$ cat src/sv/wsp_pkg.sv
// Shared types, codes and constants of the wheel speed PID duty block.
package wsp_pkg;

   // Fixed-point default: fraction bits of a speed value
   localparam int SPEED_FRAC_BITS_DEF = 8;

   // Configuration port geometry
   localparam int CSR_INDEX_W = 3;
   localparam int CSR_DATA_W  = 24;

   // Configuration register indexes
   localparam logic [CSR_INDEX_W-1:0] CSR_DESIRED_SPEED   = 3'd0;
   localparam logic [CSR_INDEX_W-1:0] CSR_GAIN_PROP       = 3'd1;
   localparam logic [CSR_INDEX_W-1:0] CSR_GAIN_INT_DT     = 3'd2;
   localparam logic [CSR_INDEX_W-1:0] CSR_GAIN_DER_PER_DT = 3'd3;
   localparam logic [CSR_INDEX_W-1:0] CSR_SPEED_NUMERATOR = 3'd4;
   localparam logic [CSR_INDEX_W-1:0] CSR_OVERFLOW_TICKS  = 3'd5;
   localparam logic [CSR_INDEX_W-1:0] CSR_PWM_TOP         = 3'd6;

   // Configuration reset values
   localparam logic [15:0] DESIRED_SPEED_RST   = 16'd0;
   localparam logic [23:0] GAIN_PROP_RST       = 24'd32768;
   localparam logic [23:0] GAIN_INT_DT_RST     = 24'd393;
   localparam logic [23:0] GAIN_DER_PER_DT_RST = 24'd327680;
   localparam logic [23:0] SPEED_NUMERATOR_RST = 24'd15079645;
   localparam logic [15:0] OVERFLOW_TICKS_RST  = 16'd1562;
   localparam logic [15:0] PWM_TOP_RST         = 16'd400;

   // Event codes of an input item
   localparam logic [1:0] OP_CAPTURE  = 2'd0;
   localparam logic [1:0] OP_OVERFLOW = 2'd1;
   localparam logic [1:0] OP_REGULATE = 2'd2;

   // Result kinds
   localparam logic RK_SPEED = 1'b0;
   localparam logic RK_DUTY  = 1'b1;

   // Shared multiplier operand selection
   localparam logic [2:0] MUL_NONE   = 3'd0;
   localparam logic [2:0] MUL_PERIOD = 3'd1;
   localparam logic [2:0] MUL_PROP   = 3'd2;
   localparam logic [2:0] MUL_INT    = 3'd3;
   localparam logic [2:0] MUL_DER    = 3'd4;
   localparam logic [2:0] MUL_SCALE  = 3'd5;

   // Period divider: one quotient bit per cycle over the numerator width
   localparam int DIV_STEPS = 24;
   localparam int DIV_CNT_W = 5;

   // Commands from the controller to the datapath
   typedef struct packed {
      logic       load;        // latch the accepted item
      logic       ovf_inc;     // saturating overflow count
      logic [2:0] mul_sel;     // multiplier operands
      logic       period_load; // period = product + capture
      logic       div_init;
      logic       div_step;
      logic       err_calc;    // error, sum, difference; clear accumulator
      logic       acc_add;     // accumulate product
      logic       commit_cap;  // update speed state, load speed result
      logic       commit_reg;  // update PID state, load duty result
   } wsp_cmd_type;

   // Status from the datapath to the controller
   typedef struct packed {
      logic period_zero;
      logic div_last;
      logic rsp_busy;
   } wsp_sts_type;

endpackage

$ cat src/sv/wsp_ctrl.sv
// Controller state machine sequencing capture, overflow and regulator items.
module wsp_ctrl import wsp_pkg::*; (
   input  logic        clock,
   input  logic        reset,
   input  logic        req_valid,
   input  logic [1:0]  req_op,
   output logic        req_stall,
   input  wsp_sts_type sts,
   output wsp_cmd_type cmd
);

   localparam logic [3:0] ST_IDLE     = 4'd0;
   localparam logic [3:0] ST_CAP_MUL  = 4'd1;
   localparam logic [3:0] ST_CAP_ADD  = 4'd2;
   localparam logic [3:0] ST_DIV_INIT = 4'd3;
   localparam logic [3:0] ST_DIV      = 4'd4;
   localparam logic [3:0] ST_CAP_DONE = 4'd5;
   localparam logic [3:0] ST_REG_ERR  = 4'd6;
   localparam logic [3:0] ST_REG_MP   = 4'd7;
   localparam logic [3:0] ST_REG_MI   = 4'd8;
   localparam logic [3:0] ST_REG_MD   = 4'd9;
   localparam logic [3:0] ST_REG_ACC  = 4'd10;
   localparam logic [3:0] ST_REG_SCL  = 4'd11;
   localparam logic [3:0] ST_REG_DONE = 4'd12;

   logic [3:0] state_ff;
   logic [3:0] state_in;

   // Items are taken only between sequences
   assign req_stall = (state_ff != ST_IDLE);

   // Next state and commands
   always_comb begin
      state_in = state_ff;
      cmd      = '0;
      cmd.mul_sel = MUL_NONE;
      case (state_ff)
         ST_IDLE: begin
            if (req_valid) begin
               cmd.load = 1'b1;
               case (req_op)
                  OP_CAPTURE:  state_in = ST_CAP_MUL;
                  OP_OVERFLOW: cmd.ovf_inc = 1'b1;
                  OP_REGULATE: state_in = ST_REG_ERR;
                  default:     state_in = ST_IDLE;
               endcase
            end
         end
         ST_CAP_MUL: begin
            cmd.mul_sel = MUL_PERIOD;
            state_in    = ST_CAP_ADD;
         end
         ST_CAP_ADD: begin
            cmd.period_load = 1'b1;
            state_in        = ST_DIV_INIT;
         end
         ST_DIV_INIT: begin
            if (sts.period_zero) begin
               state_in = ST_CAP_DONE;
            end else begin
               cmd.div_init = 1'b1;
               state_in     = ST_DIV;
            end
         end
         ST_DIV: begin
            cmd.div_step = 1'b1;
            if (sts.div_last) begin
               state_in = ST_CAP_DONE;
            end
         end
         ST_CAP_DONE: begin
            if (!sts.rsp_busy) begin
               cmd.commit_cap = 1'b1;
               state_in       = ST_IDLE;
            end
         end
         ST_REG_ERR: begin
            cmd.err_calc = 1'b1;
            state_in     = ST_REG_MP;
         end
         ST_REG_MP: begin
            cmd.mul_sel = MUL_PROP;
            state_in    = ST_REG_MI;
         end
         ST_REG_MI: begin
            cmd.mul_sel = MUL_INT;
            cmd.acc_add = 1'b1;
            state_in    = ST_REG_MD;
         end
         ST_REG_MD: begin
            cmd.mul_sel = MUL_DER;
            cmd.acc_add = 1'b1;
            state_in    = ST_REG_ACC;
         end
         ST_REG_ACC: begin
            cmd.acc_add = 1'b1;
            state_in    = ST_REG_SCL;
         end
         ST_REG_SCL: begin
            cmd.mul_sel = MUL_SCALE;
            state_in    = ST_REG_DONE;
         end
         ST_REG_DONE: begin
            if (!sts.rsp_busy) begin
               cmd.commit_reg = 1'b1;
               state_in       = ST_IDLE;
            end
         end
         default: begin
            state_in = ST_IDLE;
         end
      endcase
   end

   always_ff @(posedge clock) begin
      if (reset) begin
         state_ff <= ST_IDLE;
      end else begin
         state_ff <= state_in;
      end
   end

endmodule

$ cat config.mk
export PLATFORM = sky130hd
export DESIGN_NAME = wsp_ctrl
export DESIGN_NICKNAME = d
export VERILOG_FILES = /design/src/sv/wsp_pkg.sv /design/src/sv/wsp_ctrl.sv
export SDC_FILE = /design/constraint.sdc
export NUM_CORES = 1
export LEC_CHECK = 0
export BUFFER_PORTS_ARGS = -buffer_cell sky130_fd_sc_hd__buf_2
export CORE_UTILIZATION = 24
export DETAILED_ROUTE_END_ITERATION = 6
export MAX_ROUTING_LAYER = met4
export PLACE_DENSITY = 0.56
export SYNTH_ARGS = -nofsm -noshare
export SYNTH_HDL_FRONTEND = slang
export SYNTH_SLANG_ARGS = --single-unit
export TNS_END_PERCENT = 20
$ cat constraint.sdc
create_clock -name clock -period 1.6 [get_ports clock]
set_input_delay 0.16 -clock clock [delete_from_list [all_inputs] [get_ports clock]]
set_output_delay 0.16 -clock clock [all_outputs]
set_load 0.05 [all_outputs]
==> results of run 1 <==
==> cell usage in the layout, fill, tap and decap left out, drive strengths merged <==
cell and count:
o21bai 1, mux2 2, a22o 1, nand3 1, clkbuf 3, or2 1, buf 28, o21ai 2
xnor2 1, a221oi 1, nor3b 3, a21oi 7, nand2b 6, dfxtp 4, nor2b 4, inv 3
a21o 1, and3 1, nand4b 1, o31ai 3, nor2 7, nand2 3, nor3 5, a211oi 1
==> cell type report <==
class	instances	share of cell area [%]
clock buffer	3	3.409
inverter	3	1.705
multi-input combinational	52	51.70
sequential	4	12.69
tap	16	3.030
timing repair buffer	28	27.46
==> what timing repair did <==
item,4_1_cts,5_1_grt
setup endpoints to repair,6,11
resized for setup,3,19
pin swaps,0,0
hold buffers,0,0
hold endpoints to repair,0,0
==> power groups by stage <==
stage	logic (µW)	registers [µW]	clock network, µW
finish	785	201	126
global route	834	215	146
CTS	737	196	131
detailed placement	732	197	0
global placement	736	194	0
floorplan	564	156	0
==> logic make-up after synthesis <==
family	share of synthesized area, %
xor gates and xnor gates	2.059
AOI/OAI and AO/OA	25.59
muxes	5.294
buffers and inverters	7.353
DFF	18.82
and+or+nand+nor	40.88
==> metal layers <==
| metal | global-route usage, % | vias to the layer above | wire length, µm | share of wire (%) |
|---|---|---|---|---|
| met4 | 3.636 | 0 | 0 | 0 |
| met3 | 6.939 | 0 | 80 | 6.1 |
| met2 | 22.94 | 18 | 656 | 50 |
| met1 | 16.54 | 241 | 582 | 44 |
| li1 | - | 277 | - | - |
| met5 | - | - | 0 | 0 |
==> path summary, 6_finish.rpt <==
path	startpoint	end
min reg2reg	state_ff[3]	state_ff[3]
min	reset	state_ff[3]
max reg2reg	state_ff[2]	state_ff[2]
max	state_ff[2]	cmd[5]
==> stage by stage <==
stage               setup slack, ns  hold WS [ns]
floorplan                   -0.1792        0.2291
global placement             0.1273        0.4073
detailed placement           0.1333        0.4118
CTS                        0.007588        0.1600
global route               -0.01545        0.1655
finish                      0.07808        0.1682
==> results by group, run 1 <==
Clocking
  • Latest clock arrival within the worst-skew pair: 0.23 ns
  • Post-CTS Setup Repair Bufs: 0
  • CTS sink cnt: 4
  • Root Driver: clkbuf_4
  • CTS HTree Levels: 1
  • CTS buffer count: 3
  • Clock Path Buffers: 2
  • Worst-path clk slew: 0.04 ns
  • CTS tree: yes

Logic synthesis
  • Cell area after synthesis: 425.4 µm²
  • Sequential area share after synthesis: 18.82%
  • #FFs+latches synth: 4
  • Async set-or-reset flop fraction in the synthesized netlist: 0%
  • Netlist cell types: 23
  • Synth Instances: 63
  • Main synth FF type: dfxtp_1
  • Post-synth EDFFs: 0
  • Mapped Avg Cell Area: 6.753 µm²
  • Cell taking the most area after synthesis: dfxtp_1
  • Synth top area share: 18.82%
  • Synth cell count leaders: a21oi_1, nor2_1, nand2b_1
  • Ys Warns: 0
  • Synth top area cells: dfxtp_1, nand2b_1, a21oi_1, nor2_1, nor2b_1
  • Syn Nets: between 70 and 80

Floorplanning
  • Top Ports: 21
  • Initial Utilization: 26.98%
  • Chip width: 44.10 µm
  • Floorplan row count: 14
  • Core area: 1577 µm²
  • Die Y: 44.10 µm
  • Die ar.: approximately 1900 µm²

Layout
  • Fin util: roughly two fifths
  • Design Area, Final: 660.6 µm²
  • Max FFs per register: 4
  • Antenna diodes: 0
  • FF/Latch Area: 83.83 µm²
  • Biggest register: state_ff
  • NumNets Final: 100
  • Largest regs: state_ff: 4 flops
  • Post-Layout Cell Count: 106
  • Filler cells: about 160
  • Share of cells above drive strength 1: 46.67%
  • Area of the multi-input gates: 341.6 µm²
  • Area grow syn2layout: 55.29%

Run
  • Max-Cap Viols: 0

Power and ir drop
  • Pwr Total: 1112 µW
  • Gate power share: 70.6%
  • Clk pwr share: 11.3%
  • Pwr dens: 1683 nW/µm²
  • P_sw: ~610 µW
  • Share of power burned in registers: 18.1%
  • Sw frac: 54.91%
  • VDD IR max: ~0.80 mV
  • Internal power: 501.3 µW
  • Leakage: between 0.0003 and 0.0004 µW

Critical path
  • Most common cell on crit path: buf_4
  • Worst Path Required: 1.44 ns
  • Crit path arrival time: 1.36 ns
  • Top fanout value on the critical path: 7
  • Critical path, cell by cell: buf_4 > nand2b_1 > nor3_2 > buf_4
  • Worst Reg-to-Reg Cells: 4
  • Critical path's largest stage delay: 0.35 ns
  • Crit path launch type: flip-flop
  • Critical path buffers and inverters: 2
  • Kind of critical path: flip-flop to output pin
  • Largest delay share family, worst path: buffers and inverters
  • Critical-path top delay cell: dfxtp_1
  • Critical Path Sink Type: output pin
  • R2r setup slk: 0.13 ns
  • CP Depth: 4

Timing
  • Tcrit/Tclk final: around 95%
  • Clock skew: 0.002305 ns
  • Highest Clock Rate: 657.1 MHz
  • Final hold viol count: 0
  • Slew Limit Fails: 0
  • Worst Tran Pin Value: 0.2818 ns
  • Max-slew headroom: 81.05%
  • Setup TNS: 0 ns
  • RSZ-0062 raised after global routing: true
  • Endpoints failing setup: 0
  • Min cycle time layout: 1.522 ns

Detailed routing
  • Via density: 5.057
  • Vias after detailed routing: 536
  • Total wire length: approximately 1300 µm
  • Routed len/inst: 12.44 µm
  • Drt first pass iters: 6
  • # DRC: 3
  • First DRT Iteration DRCs: 14
  • Antenna-violating nets left: 0

Place
  • Post-DP HPWL: 988.7 µm
  • Port Buffers: 20
  • Gpl congestion: 0.8002
  • Placed instance count: 103
  • DP Area: 590.6 µm²

Status
  • Status: complete, but fails checks
  • Failing checks: DRC

GRT
  • Largest net degree at the start of global routing: 11
  • First-pass GRT wire length: 1980 µm
  • Vias in the first global route: 475
  • Antenna violations before repair: 0
  • Global Route Usage Sum: 14.55%
  • GRT Residual Overflow: 0

Hold path
  • WHS Path Cells: 2
  • Hold Path Class: input pin to flip-flop
Note: power is estimated with default switching activity, not from simulation.
==> run 2: changes to the inputs <==
REMOVE_ABC_BUFFERS = 1   (was not set)
==> run 2 against run 1 <==
The flow still finishes with violations (DRC). Non-clock buffer count fell by 1. Register-to-register slack worse by 0.03 ns. First-iteration DRC count increased by 21%. Via count rose by 2.4%. Maximum frequency decreased by 1.2%. Design area decreased by 6.6%. Sequential power is 3% lower. Flip-flop and latch count is the same. Clock power rose by 3%.
==> results by group, run 2 (synthesis results as in run 1) <==
Status
  • Status: complete, but fails checks
  • Failing checks: DRC

Clocking
  • CTS buffer count: 3 (unchanged)
  • CTS sink cnt: 4 (unchanged)
  • CTS Hold Bufs: 0 (unchanged)
  • CTS HTree Levels: 1 (unchanged)
  • Root Driver: clkbuf_4
  • Latest clock arrival within the worst-skew pair: 0.24 ns (about the same)
  • Worst-path clk slew: 0.04 ns (about the same)
  • Clock Path Buffers: 2 (unchanged)
  • CTS tree: yes

Detailed routing
  • Drt first pass iters: 7 (+1)
  • Antenna-violating nets left: 0 (unchanged)
  • Vias after detailed routing: 549 (+2.4%)
  • Via density: 5.229 (+3.4%)
  • Routed len/inst: 11.63 µm (-6.5%)
  • # DRC: 2 (-1)
  • First DRT Iteration DRCs: 17 (+3)
  • Total wire length: 1221 µm (-7.4%)

Run
  • Max-Cap Viols: 0 (unchanged)

Layout
  • Design Area, Final: 616.8 µm² (-6.6%)
  • Biggest register: state_ff
  • Most frequent cells in the layout: buf_2, buf_4, a21oi_1
  • Antenna diodes: 0 (unchanged)
  • Most common cell after layout, fill and taps aside: buf_2
  • Largest regs: state_ff: 4 flops
  • Fin util: 39.13% (-2.8 points)
  • Area grow syn2layout: 45.00%
  • Share of cells above drive strength 1: 40.45% (-6.2 points)
  • Filler cells: 162 (-1.2%)
  • Area of the multi-input gates: 316.6 µm² (-7.3%)
  • NumNets Final: 99 (-1.0%)
  • Max FFs per register: 4 (unchanged)
  • FF/Latch Area: 83.83 µm² (unchanged)

Critical path
  • Worst Reg-to-Reg Cells: 4 (unchanged)
  • Top fanout value on the critical path: 11 (+4)
  • CP Depth: 4 (unchanged)
  • Largest delay share family, worst path: buffers and inverters
  • Worst Path Required: 1.44 ns (about the same)
  • Critical path, cell by cell: buf_4 > nand2b_1 > nor3_1 > buf_4
  • Most common cell on crit path: buf_4
  • Critical Path Sink Type: output pin
  • Critical path's largest stage delay: 0.35 ns (about the same)
  • Critical-path top delay cell: dfxtp_1
  • Crit path arrival time: 1.38 ns (+0.02 ns)
  • Crit path launch type: flip-flop
  • Critical path buffers and inverters: 2 (unchanged)
  • Kind of critical path: flip-flop to output pin

GRT
  • Antenna violations before repair: 0 (unchanged)
  • Largest net degree at the start of global routing: 13 (+2)
  • First-pass GRT wire length: 1863 µm (-5.9%)
  • Vias in the first global route: 448 (-5.7%)
  • GRT Residual Overflow: 0 (unchanged)
  • Global Route Usage Sum: 13.26% (-1.3 points)

Power and ir drop
  • Leakage: 0.0002970 µW (-4.9%)
  • VDD IR max: 0.6342 mV (-21%)
  • Pwr dens: 1722 nW/µm² (+2.3%)

Timing
  • Worst Tran Pin Value: 0.2797 ns (-0.002181 ns)
  • RSZ-0062 raised after global routing: true
  • Slew Limit Fails: 0 (unchanged)
  • Min cycle time layout: 1.540 ns (+0.01786 ns)
  • Final hold viol count: 0 (unchanged)
  • Max-slew headroom: 81.36% (+0.31 points)
  • Tcrit/Tclk final: 96.24% (+1.1 points)
  • Endpoints failing setup: 0 (unchanged)
  • Highest Clock Rate: 649.4 MHz (-1.2%)
  • Clock skew: 0.001843 ns (-0.0004627 ns)

Place
  • Port Buffers: 20 (unchanged)
  • DP Area: 578.1 µm² (-2.1%)
  • Post-DP HPWL: 884 µm (-11%)
  • Gpl congestion: 0.8129 (+1.6%)

Hold path
  • Hold Path Class: input pin to flip-flop
  • WHS Path Cells: 2 (unchanged)

Floorplanning
  • Top Ports: 21 (unchanged)
  • Initial Utilization: 26.98% (unchanged)
  • Chip width: 44.10 µm (unchanged)
  • Floorplan row count: 14 (unchanged)
  • Die Y: 44.10 µm (unchanged)
  • Die ar.: 1945 µm² (unchanged)
  • Core area: 1577 µm² (unchanged)
## run 2: layer usage
| metal | GRT usage [%] | share of wire, % | wire length, µm | up-vias |
|---|---|---|---|---|
| met3 | 4.898 | 7.5 | 92 | 0 |
| met5 | - | 0 | 0 | - |
| li1 | - | - | - | 276 |
| met4 | 3.636 | 0 | 0 | 0 |
| met2 | 18.53 | 46 | 566 | 25 |
| met1 | 17.82 | 46 | 562 | 248 |
## run 2: layout make-up
| cell class | instances | area share (%) |
|---|---|---|
| Clock buffer | 3 | 3.651 |
| Inverter | 3 | 1.826 |
| Multi-Input combinational cell | 52 | 51.32 |
| Sequential cell | 4 | 13.59 |
| Tap cell | 16 | 3.245 |
| Timing Repair Buffer | 27 | 26.37 |
## run 2: repair_timing
| item | 4_1_cts | 5_1_grt |
|---|---|---|
| resized for setup | 3 | 7 |
| gates cloned | 0 | 0 |
| setup buffers | 0 | 0 |
| endpoints found under the setup margin | 4 | 9 |
## run 2: final timing paths
| path | start | endpoint | slack, ns |
|---|---|---|---|
| min reg2reg | state_ff[0] | state_ff[1] | 0.56 |
| max reg2reg | state_ff[2] | state_ff[0] | 0.10 |
| min | reset | state_ff[3] | 0.17 |
| max | state_ff[2] | cmd[5] | 0.06 |
## run 2: through the flow
stage / instances / hold slack, ns / setup slack, ns / TNS (ns) / total power (µW)
5_1_grt: 105 / 0.1758 / -0.01285 / -0.02989 / 1135
2_1_floorplan: 59 / 0.2291 / -0.3754 / -1.931 / 694.9
3_5_place_dp: 102 / 0.4105 / 0.1383 / 0 / 903.8
6_report: 105 / 0.1655 / 0.06022 / 0 / 1062
3_3_place_gp: 102 / 0.4154 / 0.1350 / 0 / 904.7
4_1_cts: 105 / 0.1695 / 0.02215 / 0 / 1050
## run 2: where the power goes
| group | switching [µW] | internal, µW | total [µW] |
|---|---|---|---|
| clock | 45.8 | 84.2 | 130 |
| sequential | 61.8 | 133 | 195 |
| combinational | 478 | 260 | 737 |
| total | 585 | 477 | 1060 |
==> run 3: changes to the inputs <==
CORE_AREA = 2 2 39 41   (was not set)
CORE_UTILIZATION = not set   (was 24)
DIE_AREA = 0 0 41 43   (was not set)
PLACE_DENSITY = 0.68   (was 0.56)
==> run 3 against run 2 <==
Design area is 0.81% lower. Largest cell class unchanged. Critical endpoint is now cmd[9]. Power shrank 1.5%. Clock skew increased by 0.0042 ns. Clock power is 4% lower. The run now ends clean. Count of clock-buffer cells in the layout stayed put.
==> results by group, run 3 (synthesis results as in run 1) <==
Status
  • Status: finished clean

Critical path
  • R2r setup slk: 0.18 ns (+0.08 ns)
  • Crit path launch: state_ff[2]
  • Worst Path Required: 1.44 ns (about the same)
  • Worst Reg-to-Reg Cells: 4 (unchanged)
  • Worst r2r src: state_ff[0]
  • Top fanout value on the critical path: 9 (-2)
  • Most common cell on crit path: buf_4
  • Crit path arrival time: 1.36 ns (-0.02 ns)
  • Reg2reg end: state_ff[0]
  • Crit path to: cmd[9]
  • Critical path's largest stage delay: 0.31 ns (-0.04 ns)
  • Critical path, cell by cell: buf_4 > buf_4 > nand2b_1 > nor2_1 > buf_2
  • Critical Path Sink Type: output pin
  • Critical-path top delay cell: dfxtp_1
  • Kind of critical path: flip-flop to output pin
  • Crit path launch type: flip-flop

Detailed routing
  • Via density: 4.990 (-4.6%)
  • First DRT Iteration DRCs: 2 (-15)
  • Total wire length: 1140 µm (-6.6%)
  • Routed len/inst: 11.07 µm (-4.8%)
  • Drt first pass iters: 2 (-5)
  • Vias after detailed routing: 514 (-6.4%)
  • # DRC: 0 (-2)
  • Antenna-violating nets left: 0 (unchanged)

Timing
  • Final hold viol count: 0 (unchanged)
  • Tcrit/Tclk final: 95.29% (-0.95 points)
  • Worst hold margin: 0.1760 ns (+0.01051 ns)
  • Highest Clock Rate: 655.9 MHz (+1.0%)
  • Endpoints failing setup: 0 (unchanged)
  • Slew Limit Fails: 0 (unchanged)
  • RSZ-0062 raised after global routing: false
  • Setup ws final: 0.07541 ns (+0.01519 ns)
  • Min cycle time layout: 1.525 ns (-0.01519 ns)
  • Worst Tran Pin Value: 0.2892 ns (+0.009568 ns)
  • Max-slew headroom: 80.69% (-0.66 points)
  • Clock skew: 0.006001 ns (+0.004159 ns)
  • Setup TNS: 0 ns (unchanged)

Layout
  • Share of cells above drive strength 1: 39.08% (-1.4 points)
  • FF/Latch Area: 82.58 µm² (-1.5%)
  • Largest regs: state_ff: 4 flops
  • Antenna diodes: 0 (unchanged)
  • Area of the multi-input gates: 319.1 µm² (+0.79%)
  • Most frequent cells in the layout: buf_2, a21oi_1, buf_4
  • Filler cells: 140 (-14%)
  • Biggest register: state_ff
  • Max FFs per register: 4 (unchanged)
  • Design Area, Final: 611.8 µm² (-0.81%)
  • Area grow syn2layout: 43.82%
  • NumNets Final: 97 (-2.0%)
  • Most common cell after layout, fill and taps aside: buf_2

GRT
  • Vias in the first global route: 459 (+2.5%)
  • Antenna violations before repair: 0 (unchanged)
  • Largest net degree at the start of global routing: 10 (-3)
  • Global Route Usage Sum: 15.35% (+2.1 points)
  • GRT Residual Overflow: 0 (unchanged)
  • First-pass GRT wire length: 1773 µm (-4.8%)

Clocking
  • Latest clock arrival within the worst-skew pair: 0.24 ns (about the same)
  • CTS Hold Bufs: 0 (unchanged)
  • CTS tree: yes
  • Clock Path Buffers: 2 (unchanged)
  • Root Driver: clkbuf_4
  • CTS HTree Levels: 1 (unchanged)
  • Worst-path clk slew: 0.04 ns (about the same)
  • CTS sink cnt: 4 (unchanged)
  • CTS buffer count: 3 (unchanged)

Floorplanning
  • Initial Utilization: 30.74% (+3.8 points)
  • Die Y: 43 µm (-2.5%)
  • Floorplan row count: 14 (unchanged)
  • Chip width: 41 µm (-7.0%)
  • Die ar.: 1763 µm² (-9.3%)
  • Core area: 1384 µm² (-12%)
  • Top Ports: 21 (unchanged)

Place
  • Gpl congestion: 0.8749 (+7.6%)
  • Post-DP HPWL: 913.5 µm (+3.3%)
  • DP Area: 563.0 µm² (-2.6%)
  • Port Buffers: 20 (unchanged)
  • Dpl ws: 0.1757 ns (+0.03733 ns)

Power and ir drop
  • Pwr Total: 1046 µW (-1.5%)
  • Leakage: 0.0002884 µW (-2.9%)
  • Share of power burned in registers: 17.0% (-1.3 points)
  • Gate power share: 71.0% (+1.6 points)
  • Pwr dens: 1710 nW/µm² (-0.72%)
  • Clk pwr share: 12.0% (-0.2 points)
  • VDD IR max: 0.8449 mV (+33%)
  • P_sw: 575.6 µW (-1.7%)
  • Sw frac: 55.03% (-0.072 points)
  • Internal power: 470.4 µW (-1.4%)

Run
  • Max-Cap Viols: 0 (unchanged)

Hold path
  • Hold Path Class: input pin to flip-flop
## run 3: cell count changes in the layout (fill, tap and decap cells not counted), sizes merged
| cell | delta |
|---|---|
| buf | -5 |
| clkbuf | +3 |
## run 3: per-layer routing
metal / vias to the layer above / global-route usage (%) / share of wire, %
met5: - / - / 0
met4: 0 / 8.667 / 2.2
met3: 5 / 5.236 / 4.7
met2: 15 / 23.75 / 49
met1: 222 / 16.13 / 44
li1: 272 / - / -
## run 3: repair_timing
action | CTS | global route
resized for setup | 2 | 10
endpoints found under the setup margin | 2 | 7
buffers inserted | 0 | 0
## run 3: worst max-delay path, delay by kind of cell, from the launching register on
family / cells / cell delay, ns
buf+inv: 3 / 0.59
simple gates: 2 / 0.23
flops: 1 / 0.31
## run 3: area by class of cell
type	instances	area share, %
clock buffers	3	3.681
inverters	3	1.840
multi-input cells	52	52.15
flip-flops and latches	4	13.50
well taps	16	3.272
repair buffers	25	25.56
## run 3: through the flow
step	util, %	cells
2_1_floorplan	-	59
3_3_place_gp	40.69	100
3_5_place_dp	40.69	100
4_1_cts	42.68	103
5_1_grt	44.21	103
6_report	44.21	103
## run 3: worst min-delay path by stage
stage                     start     endpoint  slack [ns]  cells after the start
after global placement    reset  state_ff[3]        0.41                      2
after CTS                 reset  state_ff[3]        0.17                      2
after global routing      reset  state_ff[3]        0.18                      2
after detailed placement  reset  state_ff[3]        0.42                      2
after floorplan           reset  state_ff[3]        0.23                      1
final                     reset  state_ff[1]        0.18                      2
## run 3: power groups by stage
stage	logic, µW	clock network (µW)	registers, µW
after floorplan	493	0	202
after global placement	707	0	178
after detailed placement	713	0	176
after CTS	724	130	175
after global routing	798	137	185
final	743	125	178
